--- src/hdl/nais_pkg.sv ---
package nais_pkg;

  // Default table depth and the one-degree step in the angle format
  localparam int TABLE_DEPTH_DEF = 64;
  localparam logic [16:0] ONE_DEGREE = 17'd256;
  localparam logic [6:0] ENTRY_COUNT_RESET = 7'd52;

  // Request kinds carried on the input tuser bit
  localparam logic REQ_WRITE = 1'b0;
  localparam logic REQ_QUERY = 1'b1;

  typedef enum logic [3:0] {
    ST_IDLE,
    ST_CHK_FIRST,
    ST_CHK_LAST,
    ST_PROBE,
    ST_CHK_MID,
    ST_CHK_LOWER,
    ST_CHK_UPPER,
    ST_DONE
  } state_t;

  // Table read address source
  typedef enum logic [2:0] {
    RA_FIRST,
    RA_LAST,
    RA_MID,
    RA_LOWER,
    RA_UPPER
  } rd_sel_t;

  // Result source
  typedef enum logic [2:0] {
    RES_ZERO,
    RES_LAST,
    RES_MID,
    RES_PICK_LOWER,
    RES_PICK_UPPER
  } res_sel_t;

  typedef struct packed {
    logic     mem_wr;
    logic     capture;
    logic     start_probe;
    logic     save_v;
    logic     set_hi;
    logic     set_lo;
    logic     res_load;
    res_sel_t res_sel;
    rd_sel_t  rd_sel;
    logic     out_load;
  } cmd_t;

  typedef struct packed {
    logic a_le;
    logic a_eq;
    logic a_lt;
    logic near_last;
    logic mid_gt0;
    logic upper_ok;
    logic range_open;
    logic out_free;
  } sts_t;

endpackage

--- src/hdl/nearest_angle_index_search.sv ---
// Nearest angle index search over a sorted table of angles (degrees x 256).
// Input words: tuser selects the kind (0 writes a table entry, 1 queries).
// A write word stores entry_value at entry_index and gives no
// output word. A query word returns the index of the nearest table entry
// on the output channel; ties between neighbors go to the upper entry.
// The cfg channel sets the number of valid entries (always ready); write it
// only while no query is in flight.
// A query holds the block until it ends: at the first-entry check when the
// angle is at or below the first entry, at the last-entry check when it
// reaches the last-entry threshold, else after a run of probes (address,
// registered table read, optional neighbor read) and a closing step when
// the probes run out without a hit. With 64 entries that is at most 7 probes.
// The single read port of the table memory sets these steps. One item at a time.
// A finished result sits in the output register; the block accepts the
// next word while it waits, and a following query stalls in its last state
// until the receiver takes the pending word.
// Reset clears the controller and the output valid and sets the entry
// count to 52; table contents are undefined until written.
module nearest_angle_index_search #(
  parameter int TABLE_DEPTH = nais_pkg::TABLE_DEPTH_DEF
) (
  input  logic        clk,
  input  logic        rst_n,
  input  logic        in_tvalid,
  output logic        in_tready,
  input  logic [39:0] in_tdata,   // entry_index[5:0], entry_value[21:6], query_angle[37:22]
  input  logic [0:0]  in_tuser,   // req_type[0]
  output logic        out_tvalid,
  input  logic        out_tready,
  output logic [7:0]  out_tdata,  // nearest_index[5:0]
  input  logic        cfg_valid,
  output logic        cfg_ready,
  input  logic [6:0]  cfg_data    // entry_count
);
  import nais_pkg::*;

  cmd_t cmd;
  sts_t sts;

  assign cfg_ready = 1'b1;

  nais_ctrl u_ctrl (
    .clk       (clk),
    .rst_n     (rst_n),
    .in_tvalid (in_tvalid),
    .in_req    (in_tuser[0]),
    .in_tready (in_tready),
    .sts       (sts),
    .cmd       (cmd)
  );

  nais_dpath #(
    .TABLE_DEPTH (TABLE_DEPTH)
  ) u_dpath (
    .clk         (clk),
    .rst_n       (rst_n),
    .cmd         (cmd),
    .sts         (sts),
    .wr_index    (in_tdata[5:0]),
    .wr_value    (in_tdata[21:6]),
    .query_angle (in_tdata[37:22]),
    .cfg_valid   (cfg_valid),
    .cfg_data    (cfg_data),
    .out_tvalid  (out_tvalid),
    .out_tready  (out_tready),
    .out_tdata   (out_tdata)
  );

endmodule

--- src/hdl/nais_dpath.sv ---
module nais_dpath #(
  parameter int TABLE_DEPTH = nais_pkg::TABLE_DEPTH_DEF
) (
  input  logic           clk,
  input  logic           rst_n,
  input  nais_pkg::cmd_t cmd,
  output nais_pkg::sts_t sts,
  input  logic [5:0]     wr_index,
  input  logic [15:0]    wr_value,
  input  logic [15:0]    query_angle,
  input  logic           cfg_valid,
  input  logic [6:0]     cfg_data,
  output logic           out_tvalid,
  input  logic           out_tready,
  output logic [7:0]     out_tdata
);
  import nais_pkg::*;

  localparam int AW = (TABLE_DEPTH > 1) ? $clog2(TABLE_DEPTH) : 1;
  localparam int CW = $clog2(TABLE_DEPTH + 1);

  logic [15:0]   mem [TABLE_DEPTH];
  logic [15:0]   rd_data_r;
  logic [AW-1:0] rd_addr;

  logic [6:0]    entry_count_r;
  logic [15:0]   angle_r;
  logic [CW-1:0] lo_r, lo_nxt;
  logic [CW-1:0] hi_r, hi_nxt;
  logic [CW-1:0] mid_r, mid_nxt;
  logic [15:0]   v_r;
  logic [AW-1:0] res_r, res_nxt;
  logic          out_valid_r, out_valid_nxt;
  logic [5:0]    out_data_r;

  logic [CW-1:0] n_cnt;
  logic [CW-1:0] n_m1;
  logic [CW:0]   mid_sum;
  logic [CW:0]   mid_p1;
  logic [15:0]   below_lo, above_lo, below_up, above_up;

  // Clamp the entry count to 1..TABLE_DEPTH
  always_comb begin
    if (entry_count_r == 7'd0) begin
      n_cnt = CW'(1);
    end else if (32'(entry_count_r) > TABLE_DEPTH) begin
      n_cnt = CW'(TABLE_DEPTH);
    end else begin
      n_cnt = CW'(entry_count_r);
    end
  end

  assign n_m1    = n_cnt - CW'(1);
  assign mid_sum = {1'b0, lo_r} + {1'b0, hi_r};
  assign mid_p1  = {1'b0, mid_r} + (CW+1)'(1);

  // Select the table read address
  always_comb begin
    case (cmd.rd_sel)
      RA_FIRST: rd_addr = '0;
      RA_LAST:  rd_addr = n_m1[AW-1:0];
      RA_MID:   rd_addr = mid_sum[AW:1];
      RA_LOWER: rd_addr = AW'(mid_r - CW'(1));
      RA_UPPER: rd_addr = mid_p1[AW-1:0];
      default:  rd_addr = '0;
    endcase
  end

  // Table memory: one write port, one registered read port
  always_ff @(posedge clk) begin
    if (cmd.mem_wr && (32'(wr_index) < TABLE_DEPTH)) begin
      mem[AW'(wr_index)] <= wr_value;
    end
    rd_data_r <= mem[rd_addr];
  end

  // Distances for the two neighbor picks
  assign below_lo = angle_r - rd_data_r;
  assign above_lo = v_r - angle_r;
  assign below_up = angle_r - v_r;
  assign above_up = rd_data_r - angle_r;

  // Search bounds and probe point
  always_comb begin
    lo_nxt  = lo_r;
    hi_nxt  = hi_r;
    mid_nxt = mid_r;
    if (cmd.capture) begin
      lo_nxt = '0;
      hi_nxt = n_cnt;
    end
    if (cmd.start_probe) begin
      mid_nxt = mid_sum[CW:1];
    end
    if (cmd.set_hi) begin
      hi_nxt = mid_r;
    end
    if (cmd.set_lo) begin
      lo_nxt = mid_p1[CW-1:0];
    end
  end

  // Result select
  always_comb begin
    res_nxt = res_r;
    if (cmd.res_load) begin
      case (cmd.res_sel)
        RES_ZERO:       res_nxt = '0;
        RES_LAST:       res_nxt = n_m1[AW-1:0];
        RES_MID:        res_nxt = mid_r[AW-1:0];
        RES_PICK_LOWER: res_nxt = (below_lo >= above_lo) ? mid_r[AW-1:0]
                                                         : AW'(mid_r - CW'(1));
        RES_PICK_UPPER: res_nxt = (below_up >= above_up) ? mid_p1[AW-1:0]
                                                         : mid_r[AW-1:0];
        default:        res_nxt = '0;
      endcase
    end
  end

  // Output register: hold the word until the receiver takes it
  always_comb begin
    out_valid_nxt = out_valid_r;
    if (out_valid_r && out_tready) begin
      out_valid_nxt = 1'b0;
    end
    if (cmd.out_load) begin
      out_valid_nxt = 1'b1;
    end
  end

  always_ff @(posedge clk) begin
    if (!rst_n) begin
      entry_count_r <= ENTRY_COUNT_RESET;
      out_valid_r   <= 1'b0;
    end else begin
      if (cfg_valid) begin
        entry_count_r <= cfg_data;
      end
      out_valid_r <= out_valid_nxt;
    end
  end

  always_ff @(posedge clk) begin
    if (cmd.capture) begin
      angle_r <= query_angle;
    end
    if (cmd.save_v) begin
      v_r <= rd_data_r;
    end
    if (cmd.out_load) begin
      out_data_r <= 6'(res_r);
    end
    lo_r  <= lo_nxt;
    hi_r  <= hi_nxt;
    mid_r <= mid_nxt;
    res_r <= res_nxt;
  end

  // Status to the controller
  assign sts.a_le       = angle_r <= rd_data_r;
  assign sts.a_eq       = angle_r == rd_data_r;
  assign sts.a_lt       = angle_r < rd_data_r;
  assign sts.near_last  = ({1'b0, angle_r} + ONE_DEGREE) >= {1'b0, rd_data_r};
  assign sts.mid_gt0    = mid_r != '0;
  assign sts.upper_ok   = mid_p1 < {1'b0, n_cnt};
  assign sts.range_open = lo_r < hi_r;
  assign sts.out_free   = !out_valid_r || out_tready;

  assign out_tvalid = out_valid_r;
  assign out_tdata  = {2'b00, out_data_r};

endmodule

--- src/hdl/nais_ctrl.sv ---
module nais_ctrl (
  input  logic           clk,
  input  logic           rst_n,
  input  logic           in_tvalid,
  input  logic           in_req,
  output logic           in_tready,
  input  nais_pkg::sts_t sts,
  output nais_pkg::cmd_t cmd
);
  import nais_pkg::*;

  state_t state_r, state_nxt;

  always_ff @(posedge clk) begin
    if (!rst_n) begin
      state_r <= ST_IDLE;
    end else begin
      state_r <= state_nxt;
    end
  end

  // Sequence the end checks and the probes of the search
  always_comb begin
    state_nxt       = state_r;
    cmd             = '0;
    cmd.rd_sel      = RA_FIRST;
    cmd.res_sel     = RES_ZERO;
    in_tready       = 1'b0;
    case (state_r)
      ST_IDLE: begin
        in_tready = 1'b1;
        if (in_tvalid) begin
          if (in_req == REQ_QUERY) begin
            cmd.capture = 1'b1;
            state_nxt   = ST_CHK_FIRST;
          end else begin
            cmd.mem_wr = 1'b1;
          end
        end
      end
      ST_CHK_FIRST: begin
        cmd.rd_sel = RA_LAST;
        if (sts.a_le) begin
          cmd.res_load = 1'b1;
          cmd.res_sel  = RES_ZERO;
          state_nxt    = ST_DONE;
        end else begin
          state_nxt = ST_CHK_LAST;
        end
      end
      ST_CHK_LAST: begin
        if (sts.near_last) begin
          cmd.res_load = 1'b1;
          cmd.res_sel  = RES_LAST;
          state_nxt    = ST_DONE;
        end else begin
          state_nxt = ST_PROBE;
        end
      end
      ST_PROBE: begin
        if (sts.range_open) begin
          cmd.rd_sel      = RA_MID;
          cmd.start_probe = 1'b1;
          state_nxt       = ST_CHK_MID;
        end else begin
          cmd.res_load = 1'b1;
          cmd.res_sel  = RES_MID;
          state_nxt    = ST_DONE;
        end
      end
      ST_CHK_MID: begin
        cmd.save_v = 1'b1;
        if (sts.a_eq) begin
          cmd.res_load = 1'b1;
          cmd.res_sel  = RES_MID;
          state_nxt    = ST_DONE;
        end else if (sts.a_lt) begin
          if (sts.mid_gt0) begin
            cmd.rd_sel = RA_LOWER;
            state_nxt  = ST_CHK_LOWER;
          end else begin
            cmd.set_hi = 1'b1;
            state_nxt  = ST_PROBE;
          end
        end else begin
          if (sts.upper_ok) begin
            cmd.rd_sel = RA_UPPER;
            state_nxt  = ST_CHK_UPPER;
          end else begin
            cmd.set_lo = 1'b1;
            state_nxt  = ST_PROBE;
          end
        end
      end
      ST_CHK_LOWER: begin
        // Angle above the lower neighbor: the pair encloses it
        if (!sts.a_le) begin
          cmd.res_load = 1'b1;
          cmd.res_sel  = RES_PICK_LOWER;
          state_nxt    = ST_DONE;
        end else begin
          cmd.set_hi = 1'b1;
          state_nxt  = ST_PROBE;
        end
      end
      ST_CHK_UPPER: begin
        if (sts.a_lt) begin
          cmd.res_load = 1'b1;
          cmd.res_sel  = RES_PICK_UPPER;
          state_nxt    = ST_DONE;
        end else begin
          cmd.set_lo = 1'b1;
          state_nxt  = ST_PROBE;
        end
      end
      ST_DONE: begin
        if (sts.out_free) begin
          cmd.out_load = 1'b1;
          state_nxt    = ST_IDLE;
        end
      end
      default: begin
        state_nxt = ST_IDLE;
      end
    endcase
  end

endmodule
--- config.mk ---
export PLATFORM = sky130hd
export DESIGN_NAME = nearest_angle_index_search
export DESIGN_NICKNAME = d
export VERILOG_FILES = /design/src/hdl/nais_pkg.sv /design/src/hdl/nearest_angle_index_search.sv /design/src/hdl/nais_dpath.sv /design/src/hdl/nais_ctrl.sv
export SDC_FILE = /design/constraint.sdc
export NUM_CORES = 2
export LEC_CHECK = 0
export BUFFER_PORTS_ARGS = -buffer_cell sky130_fd_sc_hd__buf_2
export CAP_MARGIN = 20
export CORE_MARGIN = 10
export CORE_UTILIZATION = 55
export DETAILED_ROUTE_END_ITERATION = 16
export PLACE_DENSITY = 0.7
export SETUP_SLACK_MARGIN = 0.4
export SYNTH_ARGS = -nofsm -noshare
export SYNTH_HDL_FRONTEND = slang
export SYNTH_SLANG_ARGS = --single-unit
--- constraint.sdc ---
create_clock -name clk -period 11.3 [get_ports clk]
set_input_delay 3.39 -clock clk [delete_from_list [all_inputs] [get_ports clk]]
set_output_delay 3.39 -clock clk [all_outputs]
set_load 0.005 [all_outputs]
==> results.ini <==
[cts]
worstSkewPairLatency_ns=0.69
cts_sinks=1116
cts_root_buf=clkbuf_16
clockBufferDepth=3
cts_tree=done
post_cts_buffers=0
cts_resized=0
htreeDepth=3
path_clk_slew_ns=0.06
numCtsBuffers=110
cts_hold_buf=0

[timing]
slew_violations=0
fin_skew_ns=0.0270
setup_viol=0
finalHoldViolations=0
fin_crit_sh_pct=60.5
period_needed_ns=6.84
fin_ws_ns=4.46
worst-slew-pin-transition_ns=1.08
relSlewSlack_pct=27.2
rsz0062_at_grt=no
final.setup.tns_ns=0
max_freq_mhz=146

[pwr]
power_leakage_nw=19.3
vdd_drop_max_uv=264
total_power_mw=12.9
power.density_mw_per_mm2=239

[yosys]
synth_edf_count=1089
ys_async_sr_fraction_pct=0
ys_types=70
synthCells=3940
synth.largest_area_cell=edfxtp_1
synth_warnings=0
synth_ff_type=edfxtp_1
ys_seq_area_share_pct=68.3
syn_area_mm2=0.0487
ys_seq_elements=1116
synth_top_area_share_pct=67.2
syn_avg_cell_area_um2=12.4
netlist_top_cells_area=edfxtp_1 67%, nand2_1 7.8%, ha_1 3.2%

[routing]
detail_route.wl_per_cell_um=24.2
first_iter_violations=4180
totalWireLength_um=127000
via_count=31900
ant_nets=0
firstDrtPassIters=6
via_per_inst=6.08
drc_errors=0

[status]
outcome=completed

[placement]
place.gp.congestion=0.893
dp_hpwl_um=74200
post-place-ws_ns=4.52
io_buffer_count=58

[floorplan]
ios=64
rows=109
fp.dieW_um=317
die_area_mm2=0.101
dieHeight_um=317
start_util_pct=55.2
coreArea_mm2=0.0881

[cells_and_area]
final_common_cell=edfxtp_1
regArea_mm2=0.0332
nets=4170
drive_gt1_share_pct=8.75
multi_input_area_mm2=0.0141
syn_to_final_growth_pct=10.5
final_cell_mix=1089 x edfxtp_1, 1013 x nand2_1, 267 x nand3_1
fill_cells=6720

[hold_path]
hp-start=u_dpath.res_r[5]$_DFFE_PP_
hold_path.class=reg2reg
hold_depth=0
min_to=u_dpath.out_data_r[5]$_DFFE_PP_

[global_route]
grt_pass1_wl_um=189000
grt_pass1_vias=30500
grt_max_degree=154
globalRouteTotalUtil_pct=24.3
antenna_found_initial=9
gr-total-overflow=0

[critical_path]
cp.arrival_ns=7.46
critPathLaunchType=register
crit_fanout=146
required_ns=11.93
cp-end-kind=register
timing.rr.start=u_dpath.mid_r[2]$_DFFE_PP_
critical_path_class=reg2reg
reg2reg_to=u_dpath.rd_data_r[5]$_DFF_P_
r2r_cells=20
ff2ff_setup_slack_ns=4.46

[run]
drv_cap=0

[sequential cells by signal (all words and copies together), names as in the netlist, 3 cells and up]
signal,count
u_ctrl.state_r,3
u_dpath.angle_r,16
u_dpath.entry_count_r,7
u_dpath.hi_r,7
u_dpath.lo_r,7
u_dpath.mem,1024
u_dpath.mid_r,7
u_dpath.out_data_r,6
u_dpath.rd_data_r,16
u_dpath.res_r,6
u_dpath.v_r,16
[report_power, final]
part / total [mW] / internal (mW) / switching [mW]
logic: 4.64 / 1.55 / 3.09
clock network: 3.46 / 1.91 / 1.55
registers: 4.77 / 4.67 / 0.0946
total: 12.9 / 8.14 / 4.73
[metal layers]
layer / track usage [%] / vias to the layer above / wire length, um
met5: 0 / - / 70
met4: 9.63 / 12 / 4920
met3: 4.63 / 240 / 12200
met2: 38.3 / 1550 / 59100
met1: 33.3 / 15700 / 51000
li1: - / 14500 / -
[how the worst max path moves through the flow]
stage,start,to,slack (ns),depth (start not counted)
after floorplan,in_tdata[4],u_dpath.mem[16][0]$_DFFE_PP_,5.99,4
after global placement,u_dpath.mid_r[2]$_DFFE_PP_,u_dpath.rd_data_r[0]$_DFF_P_,4.62,19
after detailed placement,u_dpath.mid_r[2]$_DFFE_PP_,u_dpath.rd_data_r[5]$_DFF_P_,4.52,20
after CTS,u_dpath.mid_r[2]$_DFFE_PP_,u_dpath.rd_data_r[5]$_DFF_P_,4.50,20
after global routing,u_dpath.mid_r[2]$_DFFE_PP_,u_dpath.rd_data_r[5]$_DFF_P_,4.02,20
final,u_dpath.mid_r[2]$_DFFE_PP_,u_dpath.rd_data_r[5]$_DFF_P_,4.46,20
[cell type report]
class                   count  share of cell area, %
diodes                      5                 0.0233
flip-flops and latches   1116                   61.8
clock buffers             148                   5.44
inverters                 103                  0.719
multi-input cells        2493                   26.2
repair buffers            165                   2.24
well taps                1165                   2.71
clock inverters            56                  0.881
[metrics by stage]
step	hold WS, ns	utilization (%)	instances	area [um^2]
finish	0.416	61.1	5251	53800
global route	0.434	61.1	5247	53800
CTS	0.420	61.0	5244	53700
detailed placement	0.408	57.1	5040	50300
global placement	0.403	57.1	5040	50300
floorplan	0.400	-	3941	48700
[critical path: stages, from the launching register on]
cell and delay [ns]:
edfxtp_1 0.60, and3_1 0.30, nand3_1 0.23, xnor2_1 0.26, ha_1 0.28, a21o_1 0.16, a21oi_1 0.14, o21a_1 0.13
o31ai_1 0.06, buf_4 0.17, a211oi_4 0.60, a221o_4 0.68, buf_12 0.53, buf_4 0.61, nand2_1 0.10, and3_1 0.18
a31oi_1 0.20, o22ai_1 0.30, a2111oi_0 0.54, buf_4 0.27, and4b_1 0.24
[logic make-up after synthesis]
group | synth area share, %
buffers and inverters | 2.90
adder cells (fa/ha/maj) | 3.37
multiplexers | 1.18
other | 0.0154
AO/OA/AOI/OAI | 7.68
flip-flops | 68.3
XOR/XNOR | 1.37
AND/OR/NAND/NOR | 15.2
[cell usage after synthesis (66+ instances only)]
| cell type | count |
|---|---|
| ha_1 | 123 |
| clkbuf_1 | 79 |
| o22ai_1 | 66 |
| nor2_1 | 127 |
| inv_1 | 103 |
| and3_1 | 123 |
| a31oi_1 | 137 |
| edfxtp_1 | 1089 |
| a21oi_1 | 160 |
| buf_2 | 104 |
| nand2_1 | 1013 |
| nand3_1 | 267 |
(Power assumes the default switching activity.)
